[config.mk]
export PLATFORM = sky130hd
export DESIGN_NAME = mvccsv_cell
export DESIGN_NICKNAME = d
export VERILOG_FILES = /design/src/sv/mvccsv_pkg.sv /design/src/sv/mvccsv_cell.sv
export SDC_FILE = /design/constraint.sdc
export NUM_CORES = 1
export LEC_CHECK = 0
export BUFFER_PORTS_ARGS = -buffer_cell sky130_fd_sc_hd__buf_4
export CORE_UTILIZATION = 25
export CTS_BUF_LIST = sky130_fd_sc_hd__clkbuf_8
export DETAILED_ROUTE_END_ITERATION = 7
export GPL_TIMING_DRIVEN = 1
export PLACE_DENSITY = 0.45
export SYNTH_ARGS = -nofsm -noshare
export SYNTH_HDL_FRONTEND = slang
export SYNTH_SLANG_ARGS = --single-unit
[constraint.sdc]
create_clock -name clk -period 4.8 [get_ports clk]
set_input_delay 0.48 -clock clk [delete_from_list [all_inputs] [get_ports clk]]
set_output_delay 0.48 -clock clk [all_outputs]
set_load 0.01 [all_outputs]
[src/sv/mvccsv_pkg.sv]
// Shared types and constants for the snapshot visibility block.
// Used by the cell and the top level; no dependencies.
package mvccsv_pkg;

  localparam int XID_W   = 32;
  localparam int IDX_W   = 6;
  localparam int COUNT_W = 7;
  localparam int CFG_IDX_W = 2;

  // func codes carried in s_tuser
  localparam logic FUNC_LOAD  = 1'b0;
  localparam logic FUNC_QUERY = 1'b1;

  // configuration register indexes
  localparam logic [CFG_IDX_W-1:0] CFG_SNAPSHOT_LOW  = 2'd0;
  localparam logic [CFG_IDX_W-1:0] CFG_SNAPSHOT_HIGH = 2'd1;
  localparam logic [CFG_IDX_W-1:0] CFG_ACTIVE_COUNT  = 2'd2;

  // input tdata layout
  localparam int S_TDATA_W = 104;
  localparam int M_TDATA_W = 8;

  // item travelling down the chain of cells
  typedef struct packed {
    logic             func;
    logic [IDX_W-1:0] entry_index;
    logic [XID_W-1:0] entry_xid;
    logic [XID_W-1:0] tuple_inserter;
    logic [XID_W-1:0] tuple_deleter;
    logic             ins_below_low;
    logic             ins_below_high;
    logic             del_below_low;
    logic             del_below_high;
    logic             del_nonzero;
    logic             ins_hit;
    logic             del_hit;
  } item_t;

endpackage

[src/sv/mvccsv_cell.sv]
// One cell of the active-list chain: holds one active id and matches passing queries.
// Depends on mvccsv_pkg.
module mvccsv_cell #(
  parameter int CELL_INDEX = 0
) (
  input  logic                          clk,
  input  logic                          rst,
  input  logic                          enable,
  input  logic [mvccsv_pkg::COUNT_W-1:0] active_count,
  input  logic                          valid_in,
  input  mvccsv_pkg::item_t             item_in,
  output logic                          valid_out,
  output mvccsv_pkg::item_t             item_out
);

  localparam bit WRITABLE = (CELL_INDEX < (1 << mvccsv_pkg::IDX_W));
  localparam logic [mvccsv_pkg::IDX_W-1:0] SLOT = mvccsv_pkg::IDX_W'(CELL_INDEX);

  logic [mvccsv_pkg::XID_W-1:0] entry;
  logic                         in_use;
  logic                         load_here;
  mvccsv_pkg::item_t            item_next;

  assign in_use    = (32'(CELL_INDEX) < 32'(active_count));
  assign load_here = WRITABLE && valid_in && (item_in.func == mvccsv_pkg::FUNC_LOAD)
                     && (item_in.entry_index == SLOT);

  always_comb begin
    item_next = item_in;
    if (in_use && (entry == item_in.tuple_inserter)) item_next.ins_hit = 1'b1;
    if (in_use && (entry == item_in.tuple_deleter))  item_next.del_hit = 1'b1;
  end

  always_ff @(posedge clk) begin
    if (rst) begin
      valid_out <= 1'b0;
    end else if (enable) begin
      valid_out <= valid_in;
    end
  end

  always_ff @(posedge clk) begin
    if (enable) begin
      item_out <= item_next;
      if (load_here) entry <= item_in.entry_xid;
    end
  end

endmodule

; Word level (Yosys, flattened, before mapping)
; Index checks and enable logic that the tools add are counted.
[classes]
add_sub_neg = 0
mul = 0
n_div = 0
order_cmp = 1
eq_ne = 2
shifts = 0
n_mux = 0
n_bitwise = 1
n_reduce_logical = 6
[ops]
columns = op, n
row1 = $eq 32x32->1, 2
row2 = $lt 1x7->1 const A, 1
row3 = $logic_not 6->1, 1
row4 = $logic_and 1x1->1, 4
row5 = $reduce_and 2->1, 1
row6 = $not 1->1, 1
[word_totals]
regBits = 143
latchBits = 0
ram_bits = 0
mem_bits_ro = 0
in_bits = 121
out_inout_bits = 111
elab_cells = 24
n_memories = 0

; Depth between registers and ports, before layout
; Gate-level depths: netlist (run 1).
[depth]
word_depth = 4
mapped_depth = 4

; Worst setup path before layout (run 1)
; OpenSTA, ideal clock, no wires.
[synth_path]
path_type = input-to-reg
start = in item_in[109] (netlist name)
end = reg entry[0] (netlist name), enable pin
setup_time_ns = 0.505
arrival_ns = 3.902
t_required_ns = 4.295
slack_ns = 0.394
stages = 3
cell_sequence = nor4_1 > nand3_1 > nor4_1
[synth_between]
elab_chain_cells = 4
[synth_rtl]
columns = item, line
row1 = start: declaration, mvccsv_cell.sv:11  ; input mvccsv_pkg::item_t item_in,
row2 = $not 1->1, mvccsv_cell.sv:25  ; assign load_here = WRITABLE && valid_in && (item_in.func == mvccsv_pkg::FUNC_LOAD)
row3 = $logic_and 1x1->1, mvccsv_cell.sv:25
row4 = $logic_and 1x1->1, mvccsv_cell.sv:26  ; && (item_in.entry_index == SLOT);
row5 = $reduce_and 2->1 (no line), n/a
row6 = end signal: assignment, mvccsv_cell.sv:45  ; if (load_here) entry <= item_in.entry_xid;
row7 = end: declaration, mvccsv_cell.sv:19  ; logic [mvccsv_pkg::XID_W-1:0] entry;
; No other way between the ends.
; A chain may end at the register's enable or synchronous reset.

; Worst setup path in the final report (run 1)
[layout_path]
start = in enable
end = reg item_out[100] (netlist name), enable pin
[layout_lines]
columns = item, line
row1 = start: declaration, mvccsv_cell.sv:8  ; input logic enable,
row2 = end signal: assignment, mvccsv_cell.sv:44  ; item_out <= item_next;
row3 = end: declaration, mvccsv_cell.sv:13  ; output mvccsv_pkg::item_t item_out
; No word-level cell between the ends.

==> flow_metrics.env, run 1 <==
export IMPL_outcome="completed"
export IMPL_max_slew_worst_pin_slew_ns=1.18
export IMPL_setup_tns_ns=0
export IMPL_layout_common_cells="234 x buf_4, 142 x edfxtp_1, 64 x xnor2_1"
export IMPL_dp_hpwl_um=9730
export IMPL_timing_critical_path_required_ns=4.85
export IMPL_critical_path_n_buffers_inverters=2
export IMPL_placement_io_buffers=231
export IMPL_report_final_slew_viol_count=0
export IMPL_maximum_number_of_pins_on_one_net_before_global_route_repair=89
export IMPL_cts_sinks=143
export IMPL_p_sw_share_pct=22.7
export IMPL_cp_startpoint="enable"
export IMPL_drt_drc_violations_left=0
export IMPL_seq_power_share_pct=53.5
export IMPL_cts_resized=0
export IMPL_worst_ep_arrival_time_ns=1.82
export IMPL_worstPathCellList="buf_4 > buf_4"
export IMPL_routed_via_density=3.93
export IMPL_drt_total_wl_um=12800
export IMPL_worst_path_dominant_cell_family="buffers and inverters"
export IMPL_die_area_um2=20800
export IMPL_synthesis_yosys_warnings=0
export IMPL_cts_clk_slew_worst_paths_ns=0.08
export IMPL_combinationalPowerShare_pct=11.0
export IMPL_total_gr_overflow=0
export IMPL_detailedRoute_firstPassIterationCount=4
export IMPL_worstPathMaxFanout=88
export IMPL_clkPwrFrac_pct=35.5
export IMPL_core_area_um2=19700
export IMPL_synth_yosys_seq_area_share_pct=84.7
export IMPL_period_share_pct=36.8
export IMPL_die_h_um=144
export IMPL_antenna_left=0
export IMPL_cp_slowest_stage_delay_ns=0.92
export IMPL_total_power_mw=2.77
export IMPL_first_iter_violations=89
export IMPL_timing_hold_worst_start="rst"
export IMPL_timing_final_setup_violations=0
export IMPL_detailroute_via_count=3022
export IMPL_cts_root_buffer_cell="clkbuf_8"
export IMPL_cts_tree="built"
export IMPL_timing_final_ws_setup_ns=3.03
export IMPL_maxCapViolCount=0
export IMPL_grt_usage_pct=12.2
export IMPL_synthDominantCellAreaShare_pct=84.3
export IMPL_critical_path_endpoint_type="flop"
export IMPL_grt_setup_unrepaired="false"
export IMPL_worst_slew_margin_rel_pct=21.0
export IMPL_synth_cells=238
export IMPL_post_synth_main_area_contributors="edfxtp_1 84%, xnor2_1 11%, nand4_1 2.0%"
export IMPL_first_global_vias=3154
export IMPL_switching_power_mw=0.628
export IMPL_synth_cell_types=12
export IMPL_cts_hold_buffers_added=0
export IMPL_critPathSlowestCell="buf_4"
export IMPL_insertion_delay_of_the_later_clocked_pin_in_the_worst_skew_pair_ns=0.43
export IMPL_placedInstanceArea_um2=7150
export IMPL_post_route_cells_drive_above_1_share_pct=52.8
export IMPL_power_leakage_nw=2.87
export IMPL_fin_area_um2=7550
export IMPL_chipWidth_um=144
export IMPL_avgRoutedWirePerCell_um=16.6
export IMPL_synth_area_leader_cell="edfxtp_1"
export IMPL_count_of_boundary_i_o_pins=232
export IMPL_ys_seq_elements=143
export IMPL_worstHoldPathType="in -> reg"
export IMPL_syn_cell_area_um2=5060
export IMPL_syn_avg_cell_area_um2=21.2
export IMPL_mappedNetlistNets=359
export IMPL_clockBufferDepth=2
export IMPL_postcts_setup_bufs=0
export IMPL_internal_power_mw=2.14
export IMPL_clock_fmax_ghz=0.566
export IMPL_cpMostUsedCell="buf_4"
export IMPL_path_class="in -> reg"
export IMPL_final_core_utilization_pct=38.4
export IMPL_timing_final_crit_period_ns=1.77
export IMPL_routabilityCongestion=0.690
export IMPL_detailedPlace_worstSlack_ns=2.59
export IMPL_area_delta_synth_final_pct=49.4
export IMPL_crit_path_start_kind="input pin"
export IMPL_hold_viol_final=0
export IMPL_powerDensity_nw_per_um2=366
export IMPL_number_of_antenna_cells_inserted=0
export IMPL_htreeDepth=4
export IMPL_num_nets_final=612
export IMPL_irDropWorstVdd_v=0.000196
export IMPL_layout_commonest_cell="buf_4"
export IMPL_rr_startpoint="entry[22]"
export IMPL_cts_buffers_inserted=17
export IMPL_starting_density_pct=25.7
export IMPL_fp_row_count=51
export IMPL_grt_first_pass_wirelength_um=17800
export IMPL_worst_clock_skew_ns=0.00846
export IMPL_antenna_found_initial=0
synth_stat cells, drive strengths merged:
cell      n
nand4    16
mux2i     1
or4       1
dfxtp     1
edfxtp  142
a31o      2
nor3      2
nor4      5
xnor2    64
nor2      3
nand3     1
sequential cells by signal, summed over array words and instances (netlist names):
name and flops:
entry 32, item_out 110, valid_out 1
layout make-up:
type | count | area, um2
clock buffers | 17 | 234
clock inverters | 15 | 169
fillers | 1902 | 12100
multi-input cells | 95 | 778
flip-flops and latches | 143 | 4280
well taps | 265 | 332
repair buffers | 234 | 1760
through the flow:
stage / instances / hold WS, ns
after detailed placement: 737 / 0.501
after global routing: 769 / 0.147
final: 769 / 0.191
after floorplan: 238 / 0.528
after CTS: 769 / 0.153
after global placement: 737 / 0.486
kinds of logic (layout without fill, tap and decap cells):
family                 count (synthesis)  in the layout  synth area share [%]
AO/OA/AOI/OAI                          2              2                 0.347
XOR/XNOR                              64             64                  11.1
buffers and inverters                  0            266                     0
flip-flops                           143            143                  84.7
multiplexers                           1              1                 0.198
AND/OR/NAND/NOR                       28             28                  3.64
power by group through the flow:
stage | clock network, mW | logic, mW | registers, mW
final | 0.982 | 0.305 | 1.48
after global placement | 0 | 0.309 | 1.51
after detailed placement | 0 | 0.312 | 1.51
after floorplan | 0 | 0.0290 | 1.55
after CTS | 1.02 | 0.312 | 1.48
after global routing | 1.06 | 0.328 | 1.49
final timing paths:
kind	to	cells after the start	slack [ns]
max reg2reg	item_out[0]	4	3.12
min	valid_out	2	0.19
min reg2reg	valid_out	2	0.51
max	item_out[100]	2	3.03
layer usage:
metal  wire length, um  global-route usage (%)  vias up
li1                  -                       -     1428
met1              5330                    14.6     1422
met2              6180                    19.7      155
met3              1110                    5.07       17
met4               187                    4.10        0
met5                 0                       0        -
Note: power is estimated with default switching activity, not from simulation.
==> run 2: changes to the inputs <==
Settings changed: ABC_AREA set to 1.
Clock period 4.8 ns to 1.72 ns, I/O delays scaled along.
==> run 2 against run 1 <==
Against the previous run:
- routed wire length grew 7.3%
- die area grew 4.7%
- register-to-register slack lost 2.8 ns
- setup slack lost 2.7 ns
- sequential cell count is the same
- clock skew grew 0.0033 ns
- total power grew to 2.8 times the previous value
- cell count grew 28%
- global-route usage grew 0.86 points
- highest routed layer unchanged
- via count grew 26%
- combinational power grew to 3.5 times the previous value
- critical endpoint is now entry[15]
==> flow_metrics.env, run 2 <==
export IMPL_outcome="completed"
export IMPL_timing_final_setup_violations=0
export IMPL_postcts_setup_bufs=0
export IMPL_critPathSlowestCell="dlygate4sd3_1"
export IMPL_combinationalPowerShare_pct=13.6
export IMPL_power_leakage_nw=3.71
export IMPL_maxCapViolCount=0
export IMPL_mappedNetlistNets=461
export IMPL_detailedPlace_worstSlack_ns=0.338
export IMPL_syn_avg_cell_area_um2=15.6
export IMPL_asyncSetResetFlopFracSynth_pct=0
export IMPL_layout_commonest_cell="buf_4"
export IMPL_detailedRoute_firstPassIterationCount=4
export IMPL_synthDominantCellAreaShare_pct=80.5
export IMPL_grt_use_met3_pct=4.48
export IMPL_post_synth_main_area_contributors="edfxtp_1 81%, xnor2_1 6.1%, nand2_1 4.9%"
export IMPL_synth_cells=340
export IMPL_placement_io_buffers=231
export IMPL_timing_critical_path_required_ns=1.84
export IMPL_internal_power_mw=6.12
export IMPL_count_of_boundary_i_o_pins=232
export IMPL_cts_tree="built"
export IMPL_total_gr_overflow=0
export IMPL_grt_usage_pct=13.0
export IMPL_antenna_found_initial=0
export IMPL_die_h_um=148
export IMPL_grt_busiest_layer="met2"
export IMPL_seq_power_share_pct=52.7
export IMPL_drt_total_wl_um=13700
export IMPL_fp_row_count=52
export IMPL_final_core_utilization_pct=43.6
export IMPL_crit_path_start_kind="input pin"
export IMPL_routabilityCongestion=0.705
export IMPL_htreeDepth=4
export IMPL_largest_register_ffs=110
export IMPL_insertion_delay_of_the_later_clocked_pin_in_the_worst_skew_pair_ns=0.44
export IMPL_worstHoldPathType="in -> reg"
export IMPL_switching_power_mw=1.72
export IMPL_path_class="in -> reg"
export IMPL_reg_top3="item_out: 110 flops, entry: 32 flops, valid_out: 1 flops"
export IMPL_synth_most_common_cell="edfxtp_1"
export IMPL_dominantRegCellSynth="edfxtp_1"
export IMPL_clockBufferDepth=2
export IMPL_synth_yosys_seq_area_share_pct=80.9
export IMPL_cts_clk_slew_worst_paths_ns=0.09
export IMPL_synth_top_cells_by_count="142 x edfxtp_1, 69 x nand2_1, 37 x xnor2_1"
export IMPL_area_delta_synth_final_pct=68.6
export IMPL_report_final_slew_viol_count=0
export IMPL_p_sw_share_pct=22.0
export IMPL_first_global_vias=4179
export IMPL_first_iter_violations=108
export IMPL_worst_ep_arrival_time_ns=1.53
export IMPL_critical_path_endpoint_type="flop"
export IMPL_timing_final_ws_setup_ns=0.314
export IMPL_cts_sinks=143
export IMPL_dp_cells=844
export IMPL_chipWidth_um=148
export IMPL_cts_resized=0
export IMPL_irDropWorstVdd_v=0.000416
export IMPL_avgRoutedWirePerCell_um=13.9
export IMPL_hold_viol_final=0
export IMPL_starting_density_pct=25.8
export IMPL_total_power_mw=7.84
export IMPL_powerDensity_nw_per_um2=878
export IMPL_cts_buffers_inserted=17
export IMPL_setup_tns_ns=0
export IMPL_worstPathMaxFanout=32
export IMPL_ys_seq_elements=143
export IMPL_die_area_um2=21800
export IMPL_drt_drc_violations_left=0
export IMPL_dp_hpwl_um=9850
export IMPL_syn_cell_area_um2=5300
export IMPL_max_slew_worst_pin_slew_ns=0.560
export IMPL_period_share_pct=81.7
export IMPL_non_filler_cells_in_the_finished_layout=988
export IMPL_grt_first_pass_wirelength_um=21200
export IMPL_cts_root_buffer_cell="clkbuf_8"
export IMPL_routed_via_density=3.84
export IMPL_worst_slew_margin_rel_pct=62.7
export IMPL_max_flop_register="item_out"
export IMPL_synth_cell_types=19
export IMPL_layout_common_cells="232 x buf_4, 142 x edfxtp_1, 112 x dlygate4sd3_1"
export IMPL_post_route_cells_drive_above_1_share_pct=37.0
export IMPL_number_of_antenna_cells_inserted=0
export IMPL_synth_area_leader_cell="edfxtp_1"
export IMPL_clkPwrFrac_pct=33.7
export IMPL_synthesis_yosys_warnings=0
export IMPL_cp_slowest_stage_delay_ns=0.54
export IMPL_global_route_usage_met1_pct=14.9
export IMPL_worst_clock_skew_ns=0.0118
export IMPL_synth_edf_count=142
export IMPL_detailroute_via_count=3796
export IMPL_grt_setup_unrepaired="false"
export IMPL_core_area_um2=20500
export IMPL_gr_usage_met2_pct=22.7
export IMPL_worstPathCellList="dlygate4sd3_1 > buf_4 > nor3_1 > and3_2 > buf_12"
export IMPL_antenna_left=0
export IMPL_clock_fmax_ghz=0.711
export IMPL_timing_final_crit_period_ns=1.41
export IMPL_num_nets_final=826
export IMPL_maximum_number_of_pins_on_one_net_before_global_route_repair=68
-- run 2: worst paths after layout --
check | startpoint | end | slack [ns] | cells past startpoint
worst min-delay path | enable | item_out[77] | 0.28 | 2
worst min register to register | entry[19] | item_out[0] | 0.86 | 5
worst max register to register | entry[16] | item_out[0] | 0.34 | 7
worst max-delay path | item_in[105] | entry[15] | 0.31 | 5
-- run 2: timing repair --
| item | in CTS | in global routing |
|---|---|---|
| endpoints found under the hold margin | 143 | 0 |
| hold buffers | 112 | 0 |
| endpoints found under the setup margin | 0 | 0 |
-- run 2: worst max-delay path, delay by kind of cell --
kind	cells	cell delay, ns
simple gates	2	0.44
buf+inv	3	0.90
-- run 2: cell families (layout without fill, tap and decap cells) --
logic type      after synthesis  after routing  share of synthesized area [%]
compound gates                3              3                          0.354
xor+xnor                     44             44                           7.28
buf+inv                      31            409                           2.20
simple gates                119            119                           9.26
flops                       143            143                           80.9
-- run 2: through the flow --
| step | cell area, um2 | hold slack (ns) |
|---|---|---|
| after floorplan | 5300 | 0.241 |
| after global placement | 7420 | 0.328 |
| after detailed placement | 7420 | 0.332 |
| after CTS | 8930 | 0.299 |
| after global routing | 8930 | 0.283 |
| final | 8930 | 0.284 |
-- run 2: cell type report --
class	instances	area [um2]
clock buffer	21	289
sequential	143	4280
tap	270	338
inverter	31	116
multi-input combinational	166	896
fill	1916	11600
clock inverter	11	100
timing repair buffer	346	2900
-- run 2: metal layers --
layer	up-vias	share of wire, %	routed length, um
li1	1896	-	-
met1	1754	42	5750
met4	0	0.83	114
met2	138	51	6980
met3	8	6.5	888
met5	-	0	0
-- run 2: power by group through the flow --
stage / Sequential [mW] / Combinational, mW / Clock [mW]
floorplan: 4.32 / 0.0935 / 0
global placement: 4.20 / 0.878 / 0
detailed placement: 4.21 / 0.882 / 0
CTS: 4.13 / 1.09 / 2.73
global route: 4.15 / 1.16 / 2.88
finish: 4.13 / 1.07 / 2.64
==> run 3: changes to the inputs <==
Settings changed: PLACE_DENSITY 0.45 to 0.46.
Clock period 1.72 ns to 1.2 ns, I/O delays scaled along.
==> run 3 against run 2 <==
Against the previous run:
- total power increased by 44%
- die area unchanged
- the run now ends with setup timing left
- critical path depth increased by 2
- largest power group unchanged
- register-to-register slack got worse by 0.44 ns
==> flow_metrics.env, run 3 (synthesis gave the netlist of run 2 again) <==
export IMPL_outcome="finished with violations"
export IMPL_failed_checks="setup timing"
export IMPL_clock_fmax_ghz=0.771
export IMPL_non_filler_cells_in_the_finished_layout=996
export IMPL_chipWidth_um=148
export IMPL_r2r_slack_ns=-0.1
export IMPL_path_class="reg -> reg"
export IMPL_r2r_end="item_out[1]"
export IMPL_insertion_delay_of_the_later_clocked_pin_in_the_worst_skew_pair_ns=0.43
export IMPL_reg_top3="item_out: 110 flops, entry: 32 flops, valid_out: 1 flops"
export IMPL_cts_root_buffer_cell="clkbuf_8"
export IMPL_layout_common_cells="238 x buf_4, 142 x edfxtp_1, 112 x dlygate4sd3_1"
export IMPL_cts_buffers_inserted=17
export IMPL_cts_clk_slew_worst_paths_ns=0.08
export IMPL_worstPathMaxFanout=3
export IMPL_hold_depth=8
export IMPL_switching_power_mw=2.52
export IMPL_post_route_cells_drive_above_1_share_pct=39.3
export IMPL_cts_sinks=143
export IMPL_detailroute_via_count=3848
export IMPL_layout_commonest_cell="buf_4"
export IMPL_cts_tree="built"
export IMPL_clockBufferDepth=2
export IMPL_die_area_um2=21800
export IMPL_detailedRoute_firstPassIterationCount=4
export IMPL_timing_final_setup_violations=2
export IMPL_core_area_um2=20500
export IMPL_timing_final_crit_period_ns=1.30
export IMPL_critical_path_endpoint_type="flop"
export IMPL_drt_drc_violations_left=0
export IMPL_maximum_number_of_pins_on_one_net_before_global_route_repair=61
export IMPL_drt_total_wl_um=14100
export IMPL_timing_hold_worst_start="item_in[17]"
export IMPL_largest_register_ffs=110
export IMPL_grt_first_pass_wirelength_um=21300
export IMPL_antenna_left=0
export IMPL_worst_slew_margin_rel_pct=75.1
export IMPL_die_h_um=148
export IMPL_rr_worst_depth=7
export IMPL_placement_io_buffers=231
export IMPL_worst_ep_arrival_time_ns=1.49
export IMPL_report_final_slew_viol_count=0
export IMPL_total_gr_overflow=0
export IMPL_starting_density_pct=25.8
export IMPL_fp_row_count=52
export IMPL_number_of_antenna_cells_inserted=0
export IMPL_min_delay_worst_endpoint="item_out[0]"
export IMPL_p_sw_share_pct=22.3
export IMPL_worstHoldPathType="in -> reg"
export IMPL_first_global_vias=4072
export IMPL_count_of_boundary_i_o_pins=232
export IMPL_period_share_pct=108
export IMPL_dp_cells=851
export IMPL_dp_hpwl_um=10000
export IMPL_grt_setup_unrepaired="true"
export IMPL_grt_usage_pct=13.1
export IMPL_num_nets_final=834
export IMPL_timing_final_ws_setup_ns=-0.0967
export IMPL_internal_power_mw=8.77
export IMPL_clkPwrFrac_pct=33.8
export IMPL_irDropWorstVdd_v=0.000561
export IMPL_crit_path_start_kind="flop"
export IMPL_antenna_found_initial=0
export IMPL_final_core_utilization_pct=44.1
export IMPL_maxCapViolCount=0
export IMPL_powerDensity_nw_per_um2=1250
export IMPL_area_delta_synth_final_pct=70.9
export IMPL_htreeDepth=4
export IMPL_power_leakage_nw=3.75
export IMPL_timing_critical_path_required_ns=1.39
export IMPL_routabilityCongestion=0.706
export IMPL_hold_viol_final=0
export IMPL_combinationalPowerShare_pct=13.8
export IMPL_routed_via_density=3.86
export IMPL_seq_power_share_pct=52.4
export IMPL_avgRoutedWirePerCell_um=14.2
export IMPL_max_slew_worst_pin_slew_ns=0.373
export IMPL_first_iter_violations=137
export IMPL_max_flop_register="item_out"
export IMPL_worst_clock_skew_ns=0.0104
export IMPL_rr_startpoint="entry[10]"
run 3: cell type report:
cell class | instances | area [um2]
sequential | 143 | 4280
timing repair buffer | 354 | 2990
clock buffer | 17 | 234
tap | 270 | 338
multi-input combinational | 166 | 933
clock inverter | 15 | 154
inverter | 31 | 116
fill | 1923 | 11400
run 3: repair_timing:
action	in CTS	in global routing
hold buffers	111	1
pin swaps	4	6
gates cloned	0	0
endpoints found under the hold margin	143	1
resized for setup	7	4
setup buffers	0	1
setup endpoints to repair	2	2
run 3: worst max-delay path by stage:
| stage | startpoint | endpoint |
|---|---|---|
| 2_1_floorplan | item_in[105] | entry[0] |
| 3_3_place_gp | entry[17] | item_out[0] |
| 3_5_place_dp | entry[16] | item_out[0] |
| 4_1_cts | entry[11] | item_out[1] |
| 5_1_grt | entry[12] | item_out[1] |
| 6_report | entry[10] | item_out[1] |
run 3: per-stage QoR:
stage	worst slack (ns)	area, um2	total power [mW]	hold WS, ns	setup TNS, ns
2_1_floorplan	0.0134	5300	6.33	0.189	0
3_3_place_gp	-0.165	7490	7.30	0.275	-2.73
3_5_place_dp	-0.192	7490	7.30	0.283	-3.77
4_1_cts	-0.130	9010	11.5	-0.148	-0.247
5_1_grt	-0.260	9050	11.8	0.340	-0.444
6_report	-0.0967	9050	11.3	0.339	-0.187
run 3: power groups by stage:
stage	logic, mW	registers [mW]	clock network [mW]
6_report	1.55	5.92	3.81
5_1_grt	1.66	5.95	4.16
4_1_cts	1.57	5.92	3.96
3_5_place_dp	1.27	6.03	0
3_3_place_gp	1.27	6.03	0
2_1_floorplan	0.134	6.19	0
run 3: worst max-delay path, cell delays in order (launching register included):
cell      delay [ns]
edfxtp_1        0.42
or2_1           0.26
nand3_2         0.08
nor2_1          0.05
nand2_1         0.10
nor2_2          0.05
nand2_1         0.06
nand2_1         0.04
run 3: layer usage:
layer / vias to the layer above / global-route usage, % / wire length (um)
met5: - / 0 / 0
met4: 0 / 3.97 / 160
met3: 11 / 4.41 / 864
met2: 131 / 23.1 / 7340
met1: 1793 / 15.0 / 5750
li1: 1913 / - / -
